==> src/rtl/url_percent_decoder_top_assert.svh <==
// assertion macros for the url percent decoder
`ifndef URL_PERCENT_DECODER_TOP_ASSERT_SVH
`define URL_PERCENT_DECODER_TOP_ASSERT_SVH

// same-cycle implication, sampled on clk, off while rst_n is low
`define UPD_ASSERT_NOW(label, ante, cons, msg) \
    label: assert property (@(posedge clk) disable iff (!rst_n) (ante) |-> (cons)) \
        else $error(msg);

// next-cycle implication, sampled on clk, off while rst_n is low
`define UPD_ASSERT_NEXT(label, ante, cons, msg) \
    label: assert property (@(posedge clk) disable iff (!rst_n) (ante) |=> (cons)) \
        else $error(msg);

`endif

==> src/rtl/upd_pkg.sv <==
// shared constants and character helpers for the url percent decoder
`default_nettype none

package upd_pkg;

    localparam logic [7:0] CH_PERCENT = 8'h25;
    localparam logic [7:0] CH_PLUS    = 8'h2B;
    localparam logic [7:0] CH_SPACE   = 8'h20;
    localparam logic [7:0] CH_W       = 8'h57;
    localparam logic [7:0] CH_ZERO    = 8'h30;
    localparam logic [7:0] CH_NINE    = 8'h39;
    localparam logic [7:0] CH_LOW_A   = 8'h61;
    localparam logic [7:0] CH_LOW_F   = 8'h66;
    localparam logic [7:0] CASE_BIT   = 8'h20;

    // register indexes on the configuration port
    localparam logic REG_PLUS_AS_SPACE = 1'b0;
    localparam logic REG_OUT_LIMIT     = 1'b1;

    function automatic logic is_hex(input logic [7:0] c);
        logic [7:0] lc;
        lc = c | CASE_BIT;
        return ((c >= CH_ZERO) && (c <= CH_NINE)) || ((lc >= CH_LOW_A) && (lc <= CH_LOW_F));
    endfunction

    function automatic logic [3:0] hex_value(input logic [7:0] c);
        logic [7:0] lc;
        logic [7:0] diff;
        lc = c | CASE_BIT;
        if ((c >= CH_ZERO) && (c <= CH_NINE))
        begin
            diff = c - CH_ZERO;
        end
        else
        begin
            diff = lc - CH_W;
        end
        return diff[3:0];
    endfunction

endpackage

`default_nettype wire

==> src/rtl/upd_in_if.sv <==
// encoded byte channel: one raw byte and its end-of-string flag per word
`default_nettype none

interface upd_in_if;
    logic       valid;
    logic       ready;
    logic [7:0] in_byte;
    logic       in_last;

    modport source (output valid, output in_byte, output in_last, input ready);
    modport sink   (input valid, input in_byte, input in_last, output ready);
endinterface

`default_nettype wire

==> src/rtl/upd_out_if.sv <==
// decoded result channel: one decoded byte or end marker per word
`default_nettype none

interface upd_out_if;
    logic        valid;
    logic        ready;
    logic [7:0]  out_byte;
    logic        has_byte;
    logic        run_last;
    logic        string_end;
    logic [15:0] out_length;
    logic        truncated;

    modport source (output valid, output out_byte, output has_byte, output run_last,
                    output string_end, output out_length, output truncated, input ready);
    modport sink   (input valid, input out_byte, input has_byte, input run_last,
                    input string_end, input out_length, input truncated, output ready);
endinterface

`default_nettype wire

==> src/rtl/url_percent_decoder_top.sv <==
// url percent decoder: escape state, output limit and result group buffer
//
//  channel  | dir  | word contents
//  ---------+------+------------------------------------------------------------
//  enc      | sink | in_byte, in_last
//  dec      | src  | out_byte, has_byte, run_last, string_end, out_length, truncated
//  cfg      | in   | cfg_we, cfg_index, cfg_data (plus_as_space, out_limit)
//
// one input word is decoded in the cycle it is accepted and yields 0 to 3 result words
// a group of results drains from the group buffer one word per cycle while dec.ready
// is high, so an input word that gives one result sustains one word per cycle; a malformed
// escape that gives two or three results holds enc.ready low until its last word is being taken
// enc.ready is high while the buffer is empty or its last word is being taken
// reset restores plus_as_space = 1, out_limit = 2048 and an idle escape state
`default_nettype none

`include "url_percent_decoder_top_assert.svh"

module url_percent_decoder_top (
    input  wire logic        clk,
    input  wire logic        rst_n,
    upd_in_if.sink           enc,
    upd_out_if.source        dec,
    input  wire logic        cfg_we,
    input  wire logic        cfg_index,
    input  wire logic [15:0] cfg_data
);

    // escape phase codes
    localparam logic [1:0] PH_IDLE  = 2'd0;
    localparam logic [1:0] PH_PCT   = 2'd1;
    localparam logic [1:0] PH_DIGIT = 2'd2;

    // configuration
    logic        plus_reg;
    logic [15:0] limit_reg;

    // per-string decode state
    logic [1:0]  phase_reg;
    logic [7:0]  held_reg;
    logic [15:0] produced_reg;
    logic        dropped_reg;

    // result group buffer; slot 0 is the word on offer
    logic [7:0]  slot_byte_reg [3];
    logic [2:0]  slot_has_reg;
    logic [1:0]  cnt_reg;
    logic [15:0] len_reg;
    logic        trunc_reg;
    logic        last_reg;

    logic        acc;
    logic        take;

    // decode of the incoming byte
    logic [7:0]  b;
    logic        last;
    logic        b_hex;
    logic        idle_emit;
    logic [7:0]  idle_byte;
    logic        idle_esc;
    logic [7:0]  cand [3];
    logic [1:0]  n_cand;
    logic [1:0]  phase_next;
    logic [7:0]  held_next;

    // limit handling
    logic [15:0] cap;
    logic [15:0] room_wide;
    logic [1:0]  room;
    logic [1:0]  n_emit;
    logic        drop;
    logic [15:0] produced_next;
    logic        dropped_next;
    logic [1:0]  res_cnt;

    assign b    = enc.in_byte;
    assign last = enc.in_last;

    assign take      = dec.valid & dec.ready;
    assign enc.ready = (cnt_reg == 2'd0) || ((cnt_reg == 2'd1) && dec.ready);
    assign acc       = enc.valid & enc.ready;

    assign b_hex = upd_pkg::is_hex(b);

    // byte handling outside an escape
    always_comb
    begin
        idle_esc  = (b == upd_pkg::CH_PERCENT) && !last;
        idle_emit = !idle_esc;
        if (plus_reg && (b == upd_pkg::CH_PLUS))
        begin
            idle_byte = upd_pkg::CH_SPACE;
        end
        else
        begin
            idle_byte = b;
        end
    end

    // candidate bytes in emission order, before the limit
    always_comb
    begin
        cand[0]    = 8'h00;
        cand[1]    = 8'h00;
        cand[2]    = 8'h00;
        n_cand     = 2'd0;
        phase_next = PH_IDLE;
        held_next  = held_reg;
        unique case (phase_reg)
            PH_PCT:
            begin
                if (b_hex && !last)
                begin
                    held_next  = b;
                    phase_next = PH_DIGIT;
                end
                else
                begin
                    // lone percent goes out literally, then the byte afresh
                    cand[0]    = upd_pkg::CH_PERCENT;
                    cand[1]    = idle_byte;
                    n_cand     = {1'b0, idle_emit} + 2'd1;
                    phase_next = idle_esc ? PH_PCT : PH_IDLE;
                end
            end
            PH_DIGIT:
            begin
                if (b_hex)
                begin
                    cand[0] = {upd_pkg::hex_value(held_reg), upd_pkg::hex_value(b)};
                    n_cand  = 2'd1;
                end
                else
                begin
                    // percent and held digit literally, then the byte afresh
                    cand[0]    = upd_pkg::CH_PERCENT;
                    cand[1]    = held_reg;
                    cand[2]    = idle_byte;
                    n_cand     = {1'b0, idle_emit} + 2'd2;
                    phase_next = idle_esc ? PH_PCT : PH_IDLE;
                end
            end
            default:
            begin
                cand[0]    = idle_byte;
                n_cand     = {1'b0, idle_emit};
                phase_next = idle_esc ? PH_PCT : PH_IDLE;
            end
        endcase
    end

    // bytes that still fit under out_limit - 1
    always_comb
    begin
        cap       = (limit_reg == 16'd0) ? 16'd0 : (limit_reg - 16'd1);
        room_wide = (cap > produced_reg) ? (cap - produced_reg) : 16'd0;
        room      = (room_wide >= 16'd3) ? 2'd3 : room_wide[1:0];
        n_emit    = (n_cand < room) ? n_cand : room;
        drop      = n_cand > room;
        produced_next = produced_reg + {14'd0, n_emit};
        dropped_next  = dropped_reg | drop;
        // a last word with nothing to show still gives a bare end marker
        res_cnt   = ((n_emit == 2'd0) && last) ? 2'd1 : n_emit;
    end

    // configuration registers
    always_ff @(posedge clk or negedge rst_n)
    begin
        if (!rst_n)
        begin
            plus_reg  <= 1'b1;
            limit_reg <= 16'd2048;
        end
        else if (cfg_we)
        begin
            case (cfg_index)
                upd_pkg::REG_PLUS_AS_SPACE: plus_reg  <= cfg_data[0];
                upd_pkg::REG_OUT_LIMIT:     limit_reg <= cfg_data;
                default:                    limit_reg <= limit_reg;
            endcase
        end
    end

    // decode state, cleared at the end of each string
    always_ff @(posedge clk or negedge rst_n)
    begin
        if (!rst_n)
        begin
            phase_reg    <= PH_IDLE;
            held_reg     <= 8'h00;
            produced_reg <= 16'd0;
            dropped_reg  <= 1'b0;
        end
        else if (acc)
        begin
            if (last)
            begin
                phase_reg    <= PH_IDLE;
                held_reg     <= 8'h00;
                produced_reg <= 16'd0;
                dropped_reg  <= 1'b0;
            end
            else
            begin
                phase_reg    <= phase_next;
                held_reg     <= held_next;
                produced_reg <= produced_next;
                dropped_reg  <= dropped_next;
            end
        end
    end

    // group control
    always_ff @(posedge clk or negedge rst_n)
    begin
        if (!rst_n)
        begin
            cnt_reg <= 2'd0;
        end
        else if (acc)
        begin
            cnt_reg <= res_cnt;
        end
        else if (take)
        begin
            cnt_reg <= cnt_reg - 2'd1;
        end
    end

    // group payload: load on accept, shift toward slot 0 as words leave
    always_ff @(posedge clk)
    begin
        if (acc)
        begin
            for (int k = 0; k < 3; k++)
            begin
                slot_byte_reg[k] <= (k < n_emit) ? cand[k] : 8'h00;
                slot_has_reg[k]  <= k < n_emit;
            end
            len_reg   <= produced_next;
            trunc_reg <= dropped_next;
            last_reg  <= last;
        end
        else if (take)
        begin
            slot_byte_reg[0] <= slot_byte_reg[1];
            slot_byte_reg[1] <= slot_byte_reg[2];
            slot_byte_reg[2] <= 8'h00;
            slot_has_reg     <= {1'b0, slot_has_reg[2:1]};
        end
    end

    assign dec.valid      = cnt_reg != 2'd0;
    assign dec.out_byte   = slot_byte_reg[0];
    assign dec.has_byte   = slot_has_reg[0];
    assign dec.run_last   = cnt_reg == 2'd1;
    assign dec.string_end = (cnt_reg == 2'd1) && last_reg;
    assign dec.out_length = len_reg;
    assign dec.truncated  = trunc_reg;

    // a new word is only taken once the previous group is drained or its last word is being taken
    `UPD_ASSERT_NOW(a_accept_drained, acc, (cnt_reg == 2'd0) || take, "accept over pending results")
    // end of string returns the decode state to idle
    `UPD_ASSERT_NEXT(a_last_clears, acc && last, (phase_reg == PH_IDLE) && (produced_reg == 16'd0) && !dropped_reg, "string state not cleared")
    // the unused phase code never appears
    `UPD_ASSERT_NOW(a_phase_legal, 1'b1, phase_reg != 2'd3, "illegal escape phase")
    // a bare end marker only closes a string
    `UPD_ASSERT_NOW(a_marker_end, dec.valid && !dec.has_byte, dec.string_end, "bare marker inside a string")

endmodule

`default_nettype wire

==> src/flat_wrapper.sv <==
// flat-port wrapper written by rule: the top's interface ports become plain ports
module url_percent_decoder_top_flat 
  (clk, rst_n, cfg_we, cfg_index, cfg_data, enc_valid, enc_in_byte, enc_in_last, enc_ready, dec_valid, dec_out_byte, dec_has_byte, dec_run_last, dec_string_end, dec_out_length, dec_truncated, dec_ready);
  upd_in_if enc_i ();
  upd_out_if dec_i ();
  input  wire logic clk;
  input  wire logic rst_n;
  input  wire logic cfg_we;
  input  wire logic cfg_index;
  input  wire logic [15:0] cfg_data;
  input wire logic [$bits(enc_i.valid)-1:0] enc_valid;
  input wire logic [$bits(enc_i.in_byte)-1:0] enc_in_byte;
  input wire logic [$bits(enc_i.in_last)-1:0] enc_in_last;
  output wire logic [$bits(enc_i.ready)-1:0] enc_ready;
  output wire logic [$bits(dec_i.valid)-1:0] dec_valid;
  output wire logic [$bits(dec_i.out_byte)-1:0] dec_out_byte;
  output wire logic [$bits(dec_i.has_byte)-1:0] dec_has_byte;
  output wire logic [$bits(dec_i.run_last)-1:0] dec_run_last;
  output wire logic [$bits(dec_i.string_end)-1:0] dec_string_end;
  output wire logic [$bits(dec_i.out_length)-1:0] dec_out_length;
  output wire logic [$bits(dec_i.truncated)-1:0] dec_truncated;
  input wire logic [$bits(dec_i.ready)-1:0] dec_ready;
  assign enc_i.valid = enc_valid;
  assign enc_i.in_byte = enc_in_byte;
  assign enc_i.in_last = enc_in_last;
  assign enc_ready = enc_i.ready;
  assign dec_valid = dec_i.valid;
  assign dec_out_byte = dec_i.out_byte;
  assign dec_has_byte = dec_i.has_byte;
  assign dec_run_last = dec_i.run_last;
  assign dec_string_end = dec_i.string_end;
  assign dec_out_length = dec_i.out_length;
  assign dec_truncated = dec_i.truncated;
  assign dec_i.ready = dec_ready;
  url_percent_decoder_top u_core (.clk(clk), .rst_n(rst_n), .enc(enc_i), .dec(dec_i), .cfg_we(cfg_we), .cfg_index(cfg_index), .cfg_data(cfg_data));
endmodule
==> config.mk <==
export PLATFORM = sky130hd
export DESIGN_NAME = url_percent_decoder_top_flat
export DESIGN_NICKNAME = d
export VERILOG_FILES = /design/src/rtl/upd_pkg.sv /design/src/rtl/upd_in_if.sv /design/src/rtl/upd_out_if.sv /design/src/rtl/url_percent_decoder_top.sv /design/src/flat_wrapper.sv
export VERILOG_INCLUDE_DIRS = /design/src /design/src/rtl
export SDC_FILE = /design/constraint.sdc
export NUM_CORES = 1
export LEC_CHECK = 0
export BUFFER_PORTS_ARGS = -buffer_cell sky130_fd_sc_hd__buf_2
export CAP_MARGIN = 20
export CORE_ASPECT_RATIO = 1.1
export CORE_MARGIN = 2
export CORE_UTILIZATION = 43
export CTS_CLUSTER_DIAMETER = 40
export DETAILED_ROUTE_END_ITERATION = 10
export HOLD_SLACK_MARGIN = 0.08
export PLACE_DENSITY = 0.68
export SLEW_MARGIN = 20
export SYNTH_ARGS = -nofsm -noshare
export SYNTH_HDL_FRONTEND = slang
export SYNTH_SLANG_ARGS = --single-unit
==> constraint.sdc <==
create_clock -name clk -period 7.5 [get_ports clk]
set_input_delay 0 -clock clk [delete_from_list [all_inputs] [get_ports clk]]
set_output_delay 0 -clock clk [all_outputs]
set_load 0.03 [all_outputs]
; After elaboration in Yosys (flattened, before gate mapping)
; Memory sizes are Yosys's and may differ from the RTL's.
; Cells that the tools add are included.
[word_totals]
input_bits = 31
regBits = 67
output_inout_bits = 30
n_memories = 1
word_cells = 112
mem_bits_rw = 24
[mem_list]
columns = memory, words, word_bits, read_ports, rd_ports_with_merged_regs, write_ports, line
row1 = u_core.slot_byte_reg, 3, 8, 3, 0, 3, url_percent_decoder_top.sv:45  ; logic [7:0] slot_byte_reg [3];
[classes]
n_reduce_logical = 23
n_lt_le_gt_ge = 13
n_bitwise = 7
n_mux = 42
eq_ne = 5
add_sub_neg = 10
[ops]
columns = cell, n
row1 = $mux 8, 12
row2 = $mux 16, 4
row3 = $pmux 8 s2, 2
row4 = $mux 2, 10
row5 = $add 16x2->16, 1
row6 = $eq 8x6->1 const B, 2
row7 = $ge 16x2->1 const B, 1
row8 = $ge 8x6->1 const B, 2
row9 = $gt 16x16->1, 1
row10 = $le 8x6->1 const B, 2
row11 = $logic_not 16->1, 1
row12 = $sub 16x1->16 const B, 1
row13 = $sub 16x16->16, 1
row14 = $mux 14, 1
row15 = $logic_and 1x1->1, 9
row16 = $ge 8x7->1 const B, 1
row17 = $le 8x7->1 const B, 1
row18 = $mux 4, 2
row19 = $pmux 2 s2, 2
row20 = $reduce_bool 2->1, 4
row21 = $sub 4x1->4 const B, 2
row22 = $sub 4x3->4 const B, 2
row23 = $mux 1, 7
row24 = $mux 3, 2
row25 = other kinds (17), 27

; Depth between registers and ports, before layout
[depth]
depth_word = 12
ltp_mapped = 34
mapped_depth_nobuf = 32

; Worst setup path after synthesis
; No wires, ideal clock.
[synth_path]
path_kind = reg-to-reg
start = register u_core.limit_reg[7]
end = register u_core.len_reg[12] (netlist: u_core.dec.out_length[12]), data pin
t_arrival_ns = 6.259
n_path_buf = 3
required_time_ns = 7.234
stages_incl_launch_ff = 28
slack_ns = 0.976
period_less_slack_ns = 6.524
setup_ns = 0.266
cell_sequence = dfrtp_1 > or4_1 > nor3_1 > and3_1 > clkbuf_1 > nor2_1 > fa_1 > a21o_1 > a221oi_4 > xor2_1 > o2111ai_1 > nor4b_2 > nand4_1 > o31a_1 > ha_1 > o21bai_1 > nor2_1 > a31o_2 > o31ai_1 > buf_4 > inv_1 > ha_1 > fa_1 > and3_1 > clkbuf_1 > nand3_1 > nor3_1 > xnor2_1
[synth_between]
elab_chain_cells = 9
word_cells_on_any_way = 11
cone_classes = add/sub (3) / order compare (3) / mux (4) / reduce/logical (1)
[synth_lines]
columns = element, line
row1 = "start, declared", url_percent_decoder_top.sv:36  ; logic [15:0] limit_reg;
row2 = "start signal, assigned", url_percent_decoder_top.sv:179  ; upd_pkg::REG_OUT_LIMIT: limit_reg <= cfg_data;
row3 = "start signal, assigned", url_percent_decoder_top.sv:180  ; default: limit_reg <= limit_reg;
row4 = $sub 16x1->16 or $logic_not 16->1 (tied branches), url_percent_decoder_top.sv:156  ; cap = (limit_reg == 16'd0) ? 16'd0 : (limit_reg - 16'd1);
row5 = $mux 16 (*), url_percent_decoder_top.sv:156
row6 = $sub 16x16->16 or $gt 16x16->1 (tied branches), url_percent_decoder_top.sv:157  ; room_wide = (cap > produced_reg) ? (cap - produced_reg) : 16'd0;
row7 = $mux 16 (*), url_percent_decoder_top.sv:157
row8 = $ge 16x2->1, url_percent_decoder_top.sv:158  ; room = (room_wide >= 16'd3) ? 2'd3 : room_wide[1:0];
row9 = $mux 2 (*), url_percent_decoder_top.sv:158
row10 = $lt 2x2->1, url_percent_decoder_top.sv:159  ; n_emit = (n_cand < room) ? n_cand : room;
row11 = $mux 2 (*), url_percent_decoder_top.sv:159
row12 = $add 16x2->16 (*), url_percent_decoder_top.sv:161  ; produced_next = produced_reg + {14'd0, n_emit};
row13 = via u_core.produced_next[12], url_percent_decoder_top.sv:73  ; logic [15:0] produced_next;
row14 = "end signal, assigned", url_percent_decoder_top.sv:241  ; len_reg <= produced_next;
row15 = "end, declared", url_percent_decoder_top.sv:48  ; logic [15:0] len_reg;
; Mark *: on every way through the listed nets, which the timed path passes. The rest lies on a longest branch.
; A chain may end at the register's enable or synchronous reset.

; Final worst setup path
[layout_path]
start = register u_core.limit_reg[7]
end = register u_core.produced_reg[14]
[layout_between]
elab_chain_cells = 10
word_cells_on_any_way = 12
cone_classes = add/sub (3) / order compare (3) / mux (5) / reduce/logical (1)
[layout_lines]
columns = element, line
row1 = $sub 16x1->16 or $logic_not 16->1 (tied branches), url_percent_decoder_top.sv:156
row2 = $mux 16 (*), url_percent_decoder_top.sv:156
row3 = $sub 16x16->16 or $gt 16x16->1 (tied branches), url_percent_decoder_top.sv:157
row4 = $mux 16 (*), url_percent_decoder_top.sv:157
row5 = $ge 16x2->1, url_percent_decoder_top.sv:158
row6 = $mux 2 (*), url_percent_decoder_top.sv:158
row7 = $lt 2x2->1, url_percent_decoder_top.sv:159
row8 = $mux 2 (*), url_percent_decoder_top.sv:159
row9 = $add 16x2->16 (*), url_percent_decoder_top.sv:161
row10 = via u_core.produced_next[14], url_percent_decoder_top.sv:73
row11 = $mux 16 (*), url_percent_decoder_top.sv:197  ; if (last)
row12 = "end signal, assigned", url_percent_decoder_top.sv:208  ; produced_reg <= produced_next;
row13 = "end, declared", url_percent_decoder_top.sv:41  ; logic [15:0] produced_reg;
; Marked as above.

==> metrics.csv <==
stage,metric,value,unit
outcome,status,"complete, no violations",
global_route,antenna_found_initial,0,
critical_path,crit_top_cell,ha_1,
placement,routabilityCongestion,0.9066,
cells_and_area,largest_reg_flops,24,
logic_synthesis,syn_nets,687,
critical_path,critPathMaxFanout,13,
global_route,gr-total-overflow,0,
logic_synthesis,synth_seq_cells,91,
clock_network,clk_pin_slew_worst_paths,70,ps
critical_path,worstPathArrival,7280,ps
sta,worst_slew_pin_slew,887.0,ps
floorplanning,chipWidth,115.8,microns
clock_network,cts_tree,done,
placement,dpl.hpwl,10.70,mm
floorplanning,start_util,44.36,%
sta,max_freq,142.7,MHz
sta,holdWs,118.9,ps
logic_synthesis,synth_edf_count,45,
route,dr.pass1.iters,5,
critical_path,start_kind,flop,
critical_path,cpPeakStageDelay,600,ps
sta,final_hold_viol_count,0,
sta,grt_setup_unrepaired,no,
floorplanning,die_y,127.0,microns
floorplanning,core-area,0.01332,sq mm
cells_and_area,syn2layout_area_growth,16.11,%
clock_network,cts_max_level,3,
logic_synthesis,yosysTopAreaCell,edfxtp_1,
global_route,groute.usage.overall,20.35,%
route,drt_iter0_drc,259,
clock_network,cts_sinks,91,
route,drc_errors,0,
logic_synthesis,seq_area_frac_synth,42.39,%
sta,slew_headroom,40.41,%
route,vias_per_cell,5.612,
cells_and_area,layout.cells.non_filler,877,
sta,period_needed,7008,ps
floorplanning,io_pins,61,
logic_synthesis,synthArstFlopShare,50.55,%
floorplanning,num_rows,44,
sta,tns,0,ps
worst_hold_path,hold_path_class,input pin to flop,
logic_synthesis,syn_inst,620,
critical_path,critPathKind,flop to flop,
cells_and_area,drive_above_1_share,17.32,%
global_route,grt_pass1_wl,23.36,mm
route,route.vias.total,4922,
logic_synthesis,yosysTopAreaCellShare,22.87,%
clock_network,root_buffer,clkbuf_16,
route,wirelength,14.37,mm
power,total_leakage_power,0.002815,uW
cells_and_area,post-route-util,51.50,%
sta,timing.final.max_slew_violations,0,
cells_and_area,finalNetCount,755,
critical_path,slowest_stage,or4_1,
logic_synthesis,avgSynthCellArea,9.531,sq um
floorplanning,die_area,0.01470,sq mm
run,maxCapViolations,0,
logic_synthesis,ys_warn_count,0,
power,p_per_area,310.4,mW/mm^2
global_route,grt_pass1_vias,4830,
route,antenna_left,0,
clock_network,post-cts-setup-buffer-count,0,
logic_synthesis,synthDistinctLibCells,62,
logic_synthesis,ys_top_cells_by_area,"edfxtp_1, dfrtp_1, ha_1, a21oi_1, mux2_2",
cells_and_area,n_fill_cell,1260,
power,peakVddDrop,0.0001337,V
cells_and_area,diodes,0,
global_route,grt_max_degree,47,
logic_synthesis,syn_area,0.005909,sq mm
clock_network,cts_max_path_buffers,2,
sta,fin_skew,9.755,ps
logic_synthesis,ys.flop_type,edfxtp_1,
critical_path,endpoint_kind,flop,
cells_and_area,design_area,0.006862,sq mm
sta,period_share,93.44,%
placement,placed_area,0.006306,sq mm
critical_path,cp.required,7770,ps
sta,setup_viol,0,
clock_network,insertion_delay,360,ps
placement,dpl.cell_count,835,
placement,port_buffers,60,
clock_network,numCtsBuffers,9,
route,routedWlPerCell,16.38,microns
==> cells by family (layout without fill, tap and decap cells) <==
logic type	Yosys count	in the layout	synth area share, %
AND/OR/NAND/NOR	195	195	16.15
AO/OA/AOI/OAI	164	164	18.44
flip-flops	91	91	42.39
buffers and inverters	76	149	5.590
adder cells (fa/ha/maj)	36	36	7.876
XOR/XNOR	33	33	4.891
multiplexers	25	25	4.658
==> synthesized netlist by cell type (6+ instances only) <==
master,n
a21o_1,9
buf_4,10
and2_1,7
o22ai_1,8
a21oi_1,45
clkbuf_1,17
o21ai_0,37
inv_1,42
ha_1,34
or3_1,10
nand4_1,6
xor2_1,9
dfrtp_1,44
a211oi_1,7
nor3_1,31
nand3_1,17
nand2b_1,7
nor2_1,35
xnor2_1,24
nand2_1,59
edfxtp_1,45
buf_2,6
a22o_1,12
mux2_2,20
==> per-layer routing <==
metal,track usage [%],part of all wire [%]
met1,24.70,42
met2,33.78,49
met3,4.157,4.7
met4,10.85,4.5
met5,0,0
==> critical path, delay by kind of cell, from the launching register on <==
family                   cells  cell delay [ps]
AO/OA/AOI/OAI                9             2010
XOR/XNOR                     1              190
adder cells (fa/ha/maj)      5             1610
buffers and inverters        3              320
flip-flops                   1              450
AND/OR/NAND/NOR             11             2350
==> through the flow <==
stage | worst slack [ps] | power [uW]
3_3_place_gp | 759.5 | 1667
4_1_cts | 474.1 | 2138
6_report | 492.2 | 2130
3_5_place_dp | 502.8 | 1685
5_1_grt | 4.473 | 2274
2_1_floorplan | 975.8 | 1472
==> report_power, final <==
group	switching, uW	leakage, uW	internal [uW]	total [uW]
clock network	206	0.000136	231	437
logic	608	0.00165	330	939
registers	65.7	0.00102	688	754
==> path summary, 6_finish.rpt <==
path	start	end	slack (ps)	cells after the start
setup / recovery	u_core.limit_reg[7]	u_core.produced_reg[14]	490	29
hold / removal	enc_in_byte[2]	u_core.held_reg[2]	120	3
setup reg to reg	u_core.limit_reg[7]	u_core.produced_reg[14]	490	29
hold reg to reg	u_core.held_reg[5]	u_core.held_reg[5]	520	2
max in group asynchronous	rst_n	u_core.limit_reg[0]	6880	2
min in group asynchronous	rst_n	u_core.held_reg[0]	200	2
==> cells in the final DEF (no fill, tap or decap), types with 3 or more instances in the layout <==
| cell type | netlist | layout |
|---|---|---|
| buf_4 | 10 | 5 |
| or2_2 | 3 | 3 |
| a211oi_1 | 7 | 7 |
| nand3_1 | 17 | 17 |
| nand4_1 | 6 | 6 |
| xor2_1 | 9 | 9 |
| and2_1 | 7 | 7 |
| edfxtp_1 | 45 | 45 |
| and3_1 | 3 | 3 |
| xnor2_1 | 24 | 24 |
| o21ai_0 | 37 | 37 |
| or3_1 | 10 | 10 |
| ha_1 | 34 | 34 |
| o21a_1 | 4 | 4 |
| nor2b_1 | 4 | 4 |
| nand2_1 | 59 | 58 |
| a22o_1 | 12 | 12 |
| mux2i_1 | 5 | 5 |
| o22ai_1 | 8 | 8 |
| a21o_1 | 9 | 9 |
| o21bai_1 | 4 | 3 |
| a31oi_1 | 5 | 5 |
| clkbuf_16 | 0 | 9 |
| a21oi_1 | 45 | 45 |
| mux2_2 | 20 | 20 |
| nand2b_1 | 7 | 7 |
| nor2_1 | 35 | 35 |
| inv_1 | 42 | 42 |
| nand3b_1 | 3 | 3 |
| nor3_1 | 31 | 31 |
| buf_2 | 6 | 59 |
| dfrtp_1 | 44 | 44 |
| dlygate4sd3_1 | 0 | 26 |
| a22oi_1 | 3 | 3 |
==> what timing repair did <==
action	in CTS	in global routing
hold buffers	26	0
endpoints found under the setup margin	0	2
gates resized for setup	0	1
hold endpoints to repair	76	0
==> final cells by class <==
cell class / count / area (sq um) / area share, %
clock buffers: 9 / 225.2 / 3.282
clock inverters: 7 / 60.06 / 0.8753
inverters: 43 / 161.4 / 2.352
multi-input cells: 453 / 3087 / 44.99
flip-flops and latches: 91 / 2505 / 36.51
well taps: 184 / 230.2 / 3.355
repair buffers: 90 / 593.1 / 8.643
Note: power is estimated with default switching activity, not from simulation.
